==> src/rtl/core/trilinear_table_interpolator_core_macros.svh <==
// Assertion macros for the trilinear table interpolator core.
`ifndef TRILINEAR_TABLE_INTERPOLATOR_CORE_MACROS_SVH
`define TRILINEAR_TABLE_INTERPOLATOR_CORE_MACROS_SVH

`ifndef SYNTH
`define TTI_ASSERT_IMP(lbl, ante, cons, msg) \
	lbl: assert property (@(posedge clk) disable iff (!arst_n) (ante) |-> (cons)) \
		else $error(msg);
`define TTI_ASSERT_NEXT(lbl, ante, cons, msg) \
	lbl: assert property (@(posedge clk) disable iff (!arst_n) (ante) |=> (cons)) \
		else $error(msg);
`else
`define TTI_ASSERT_IMP(lbl, ante, cons, msg)
`define TTI_ASSERT_NEXT(lbl, ante, cons, msg)
`endif

`endif

==> src/rtl/core/tti_pkg.sv <==
package tti_pkg;

	localparam int MAX_POINTS_ONE   = 16;
	localparam int MAX_POINTS_TWO   = 16;
	localparam int MAX_POINTS_THREE = 16;
	localparam int MAX_VARS         = 8;

	localparam int MAX_POINTS_ALL =
		(MAX_POINTS_ONE > MAX_POINTS_TWO) ?
		((MAX_POINTS_ONE > MAX_POINTS_THREE) ? MAX_POINTS_ONE : MAX_POINTS_THREE) :
		((MAX_POINTS_TWO > MAX_POINTS_THREE) ? MAX_POINTS_TWO : MAX_POINTS_THREE);

	localparam int N_W  = $clog2(MAX_POINTS_ALL + 1);
	localparam int I_W  = $clog2(MAX_POINTS_ALL);
	localparam int I1_W = $clog2(MAX_POINTS_ONE);
	localparam int I2_W = $clog2(MAX_POINTS_TWO);
	localparam int I3_W = $clog2(MAX_POINTS_THREE);
	localparam int V_W  = (MAX_VARS > 1) ? $clog2(MAX_VARS) : 1;
	localparam int NV_W = $clog2(MAX_VARS + 1);
	localparam int TA_W = I1_W + I2_W + I3_W + V_W;

	localparam int BASE_TWO   = MAX_POINTS_ONE;
	localparam int BASE_THREE = MAX_POINTS_ONE + MAX_POINTS_TWO;
	localparam int CDEPTH     = MAX_POINTS_ONE + MAX_POINTS_TWO + MAX_POINTS_THREE;
	localparam int CA_W       = $clog2(CDEPTH);

	localparam int W_W  = 17;
	localparam int Q_W  = 16;
	localparam int DV_W = 33;
	localparam logic [W_W-1:0] WONE = 17'h10000;

	localparam int CFG_IDX_W = 3;
	localparam int CFG_DAT_W = 5;

	typedef enum logic [1:0] {
		KIND_COORD = 2'd0,
		KIND_VALUE = 2'd1,
		KIND_QUERY = 2'd2
	} kind_t;

	typedef enum logic [CFG_IDX_W-1:0] {
		REG_PTS_ONE    = 3'd0,
		REG_PTS_TWO    = 3'd1,
		REG_PTS_THREE  = 3'd2,
		REG_VAR_COUNT  = 3'd3,
		REG_MODE_ONE   = 3'd4,
		REG_MODE_TWO   = 3'd5,
		REG_MODE_THREE = 3'd6
	} reg_idx_t;

	function automatic logic [N_W-1:0] clamp_pts(input logic [4:0] v, input int mx);
		if (v < 5'd2)
			return N_W'(2);
		if (int'(v) > mx)
			return N_W'(mx);
		return N_W'(v);
	endfunction

	function automatic logic [NV_W-1:0] clamp_vars(input logic [3:0] v);
		if (v < 4'd1)
			return NV_W'(1);
		if (int'(v) > MAX_VARS)
			return NV_W'(MAX_VARS);
		return NV_W'(v);
	endfunction

	// Computes w*a + (1-w)*b as b + w*(a-b), rounded to nearest with ties upward.
	function automatic logic signed [31:0] blend(input logic signed [31:0] a,
			input logic signed [31:0] b, input logic [W_W-1:0] w);
		logic signed [32:0] d;
		logic signed [50:0] p;
		logic signed [51:0] s;
		logic signed [35:0] r;
		d = 33'(a) - 33'(b);
		p = d * $signed({1'b0, w});
		s = (52'(b) <<< 16) + 52'(p) + 52'sd32768;
		r = 36'(s >>> 16);
		if (r > 36'sd2147483647)
			return 32'sh7FFFFFFF;
		if (r < -36'sd2147483648)
			return 32'sh80000000;
		return 32'(r);
	endfunction

endpackage

==> src/rtl/core/tti_div.sv <==
module tti_div
	import tti_pkg::*;
(
	input  logic            clk,
	input  logic            arst_n,
	input  logic            start,
	input  logic [DV_W-1:0] num,
	input  logic [DV_W-1:0] den,
	output logic            done,
	output logic [Q_W-1:0]  quo
);

	localparam int C_W = $clog2(Q_W + 1);

	logic [DV_W:0]   rem_q;
	logic [DV_W-1:0] den_q;
	logic [Q_W-1:0]  quo_q;
	logic [C_W-1:0]  cnt_q;
	logic            busy_q;
	logic            done_q;
	logic [DV_W:0]   shifted;

	assign shifted = {rem_q[DV_W-1:0], 1'b0};

	always_ff @(posedge clk or negedge arst_n) begin
		if (!arst_n) begin
			busy_q <= 1'b0;
			done_q <= 1'b0;
			cnt_q  <= '0;
		end else begin
			done_q <= 1'b0;
			if (start) begin
				busy_q <= 1'b1;
				cnt_q  <= C_W'(Q_W);
			end else if (busy_q) begin
				cnt_q <= cnt_q - C_W'(1);
				if (cnt_q == C_W'(1)) begin
					busy_q <= 1'b0;
					done_q <= 1'b1;
				end
			end
		end
	end

	always_ff @(posedge clk) begin
		if (start) begin
			rem_q <= {1'b0, num};
			den_q <= den;
			quo_q <= '0;
		end else if (busy_q) begin
			if (shifted >= {1'b0, den_q}) begin
				rem_q <= shifted - {1'b0, den_q};
				quo_q <= {quo_q[Q_W-2:0], 1'b1};
			end else begin
				rem_q <= shifted;
				quo_q <= {quo_q[Q_W-2:0], 1'b0};
			end
		end
	end

	assign done = done_q;
	assign quo  = quo_q;

endmodule

==> config.mk <==
export PLATFORM = sky130hd
export DESIGN_NAME = tti_div
export DESIGN_NICKNAME = d
export VERILOG_FILES = /design/src/rtl/core/trilinear_table_interpolator_core_macros.svh /design/src/rtl/core/tti_pkg.sv /design/src/rtl/core/tti_div.sv
export SDC_FILE = /design/constraint.sdc
export NUM_CORES = 1
export LEC_CHECK = 0
export ABC_AREA = 1
export BUFFER_PORTS_ARGS = -buffer_cell sky130_fd_sc_hd__buf_2
export CAP_MARGIN = 20
export CORE_MARGIN = 1.5
export CORE_UTILIZATION = 40
export CTS_CLUSTER_DIAMETER = 200
export CTS_CLUSTER_SIZE = 8
export DETAILED_ROUTE_END_ITERATION = 10
export SLEW_MARGIN = 5
export SYNTH_ARGS = -nofsm -noshare
export SYNTH_HDL_FRONTEND = slang
export SYNTH_SLANG_ARGS = --single-unit
export TNS_END_PERCENT = 30
==> constraint.sdc <==
create_clock -name clk -period 2.56 [get_ports clk]
set_input_delay 0.384 -clock clk [delete_from_list [all_inputs] [get_ports clk]]
set_output_delay 0.384 -clock clk [all_outputs]
set_load 0.02 [all_outputs]
==> results.cfg <==
[pwr]
power.leakage_uw = 0.00416
power_density_nw_per_um2 = 1110
irDropWorstVdd_mv = 0.497

[cts]
cts_made_buffers = 9
ctsRootBufferMaster = clkbuf_16
tritoncts_num_sinks = 89
cts.clk_slew.worst_paths_ns = 0.08
cts_tree = built
cts_max_level = 3
clock_path_buffers = 2
clkLatencyLatePin_ns = 0.37

[setup_path]
critPathBufInv = 2
worstReg2RegStart = rem_q[17]
path_delay_family = compound AO/OA/AOI/OAI gates
crit_fanout = 4
cp-start-kind = flop
critPathRequiredTime_ns = 2.68
r2r_cells = 12
slowest_stage = edfxtp_1
r2r_end = rem_q[29]
end_kind = flop
crit_start = rem_q[17]
crit_path_frequent_cell = nand2_1
max_stage_delay_ns = 0.40
crit_type = flop to flop
arrival_ns = 2.50
cp.depth = 12
crit_chain = ha_1, buf_4, a21oi_1, o21bai_1, inv_1, nand2_1, a21oi_1, nand2_1, nand2_1, nand3_1, nand2_1, nand2_1
cp-endpoint = rem_q[29]
r2r_slack_ns = 0.18

[final_layout]
regArea_sq_um = 2480
final_common_cell = nand2_1
nFillCells = 1615
area_growth_pct = 18.4
stdcell_area_sq_um = 7770
antenna_cells = 0
multi_input_area_sq_um = 3330
mostFrequentLayoutCells = nand2_1, inv_1, buf_2
layout.nets = 1140
drive_above_1_share_pct = 16.5

[worst_hold_path]
hp-class = input port to flop
min_path_cells = 1

[synth]
syn-cell-area_sq_um = 6560
synth_top_area_share_pct = 30.2
synth.net_count = 1035
synth_seq_area_share_pct = 37.7
yosysUniqueCellTypes = 36
netlist_top_cells_area = edfxtp_1, nand2_1, inv_1, ha_1, dfxtp_1
syn_area_per_cell_sq_um = 7.06
yosysTopAreaCell = edfxtp_1
synth_cells = 930
ys_ff_latch = 89
ys.warnings.count = 0

[place]
hpwl_mm = 13.4
port_buffers = 85
post_dp_cell_area_sq_um = 7370
place_congestion = 0.946

[drt]
drc_errors = 0
drt-total-wl_mm = 17.1
drtAntennaViolNets = 0
vias = 5812
via_per_inst = 4.63
first_iter_violations = 289
wl_per_cell_um = 13.6
first_pass_iters = 5

[timing]
finalCritPeriodShare_pct = 92.8
tightest_slew_ns = 0.523
final.setup_skew_ns = 0.0158
fin_setup_tns_ns = 0
finalSetupViolCount = 0
fmax_ghz = 0.421
fin_crit_ns = 2.38
finalHoldViolCount = 0
slew_violations = 0
slew-limit-headroom_pct = 65.1

[floorplanning]
coreArea_sq_um = 15900
start_util_pct = 41.2
io_pins = 86
fp-row-count = 46
dieWidth_um = 131
dieArea_sq_um = 17200
die_y_um = 131

[grt]
grt_overflow = 0
grt_pass1_vias = 5777
grt_usage_pct = 20.6
grt_pass1_wl_mm = 28.0
antenna_found_initial = 0
grt_max_degree = 41

[job]
maxCapViolations = 0

[run_status]
status = finished clean
kinds of logic after synthesis:
logic type	after synthesis	synth area share (%)
DFF	89	37.7
xor gates and xnor gates	15	2.00
AOI/OAI and AO/OA	51	4.48
and+or+nand+nor	528	36.0
adders and majority gates	36	6.98
buffers and inverters	211	12.8
Yosys cell counts:
cell type    n
nor3_2       1
nand2_1    345
nand2_8      1
buf_2        4
or2_2        2
o21bai_1     6
xnor2_1     14
fa_1         1
xor2_1       1
a31oi_1      1
nand3b_1    27
nand3_2     11
o21ai_0      6
nand4_1     10
nor3_1       3
nand2_2      6
nor2_2       6
dfrtp_1      7
clkinv_1     2
inv_1      190
dfxtp_1     16
a21oi_2      1
o22ai_1     15
a21oi_1     21
buf_4        4
and2_1       7
clkbuf_1     5
nor2_1      45
nand2_4      1
edfxtp_1    66
buf_1        2
nor2_4       3
nand3_1     60
buf_6        4
ha_1        35
o21ai_1      1
worst min path at each step:
stage | start | to | slack [ns]
floorplan | arst_n | busy_q | 0.09
global placement | arst_n | done | 0.23
detailed placement | arst_n | done | 0.23
CTS | den[27] | den_q[27] | 0.18
global route | den[0] | den_q[0] | 0.18
finish | den[27] | den_q[27] | 0.19
power by group:
group          switching, uW  internal (uW)  total (uW)
registers                213           1980        2190
logic                   3080           1990        5070
clock network            659            688        1350
total                   3950           4660        8620
through the flow:
stage | total power (uW) | utilization (%) | hold WS [ns] | std cells | setup slack (ns)
3_5_place_dp | 7140 | 46.2 | 0.228 | 1238 | 0.0886
2_1_floorplan | 5820 | - | 0.0884 | 930 | 0.174
3_3_place_gp | 7140 | 46.2 | 0.228 | 1238 | 0.0483
4_1_cts | 8530 | 48.1 | 0.177 | 1255 | 0.0737
5_1_grt | 9460 | 48.7 | 0.179 | 1256 | -0.00421
6_report | 8620 | 48.7 | 0.187 | 1256 | 0.185
sequential cells by signal, indices dropped and copies added, names as in the netlist:
name,flops
den_q,33
quo,16
busy_q,1
cnt_q,5
done,1
rem_q,33
worst register-to-register path, cell delays in order, from the launching register on:
cell and delay [ns]:
edfxtp_1 0.40, ha_1 0.33, buf_4 0.15, a21oi_1 0.33
o21bai_1 0.18, inv_1 0.08, nand2_1 0.08, a21oi_1 0.25
nand2_1 0.08, nand2_1 0.07, nand3_1 0.08, nand2_1 0.07
nand2_1 0.04
routing by layer:
metal / track usage (%) / vias to the layer above / wire length [um]
li1: - / 3100 / -
met1: 27.9 / 2557 / 8330
met2: 32.2 / 133 / 7470
met3: 4.86 / 22 / 940
met4: 7.12 / 0 / 345
met5: 0 / - / 0
final cells by class:
cell class                      instances  share of cell area (%)
Clock buffer                            9                    2.90
Clock inverter                          7                   0.869
Inverter                              192                    9.27
Multi-Input combinational cell        630                    42.9
Sequential cell                        89                    31.9
Tap cell                              216                    3.48
Timing Repair Buffer                  113                    8.69
what timing repair did:
item	in CTS	in global routing
endpoints found under the hold margin	7	0
endpoints found under the setup margin	0	22
hold buffers	1	0
resized for setup	0	12
setup buffers	0	1
Note: power is estimated with default switching activity, not from simulation.
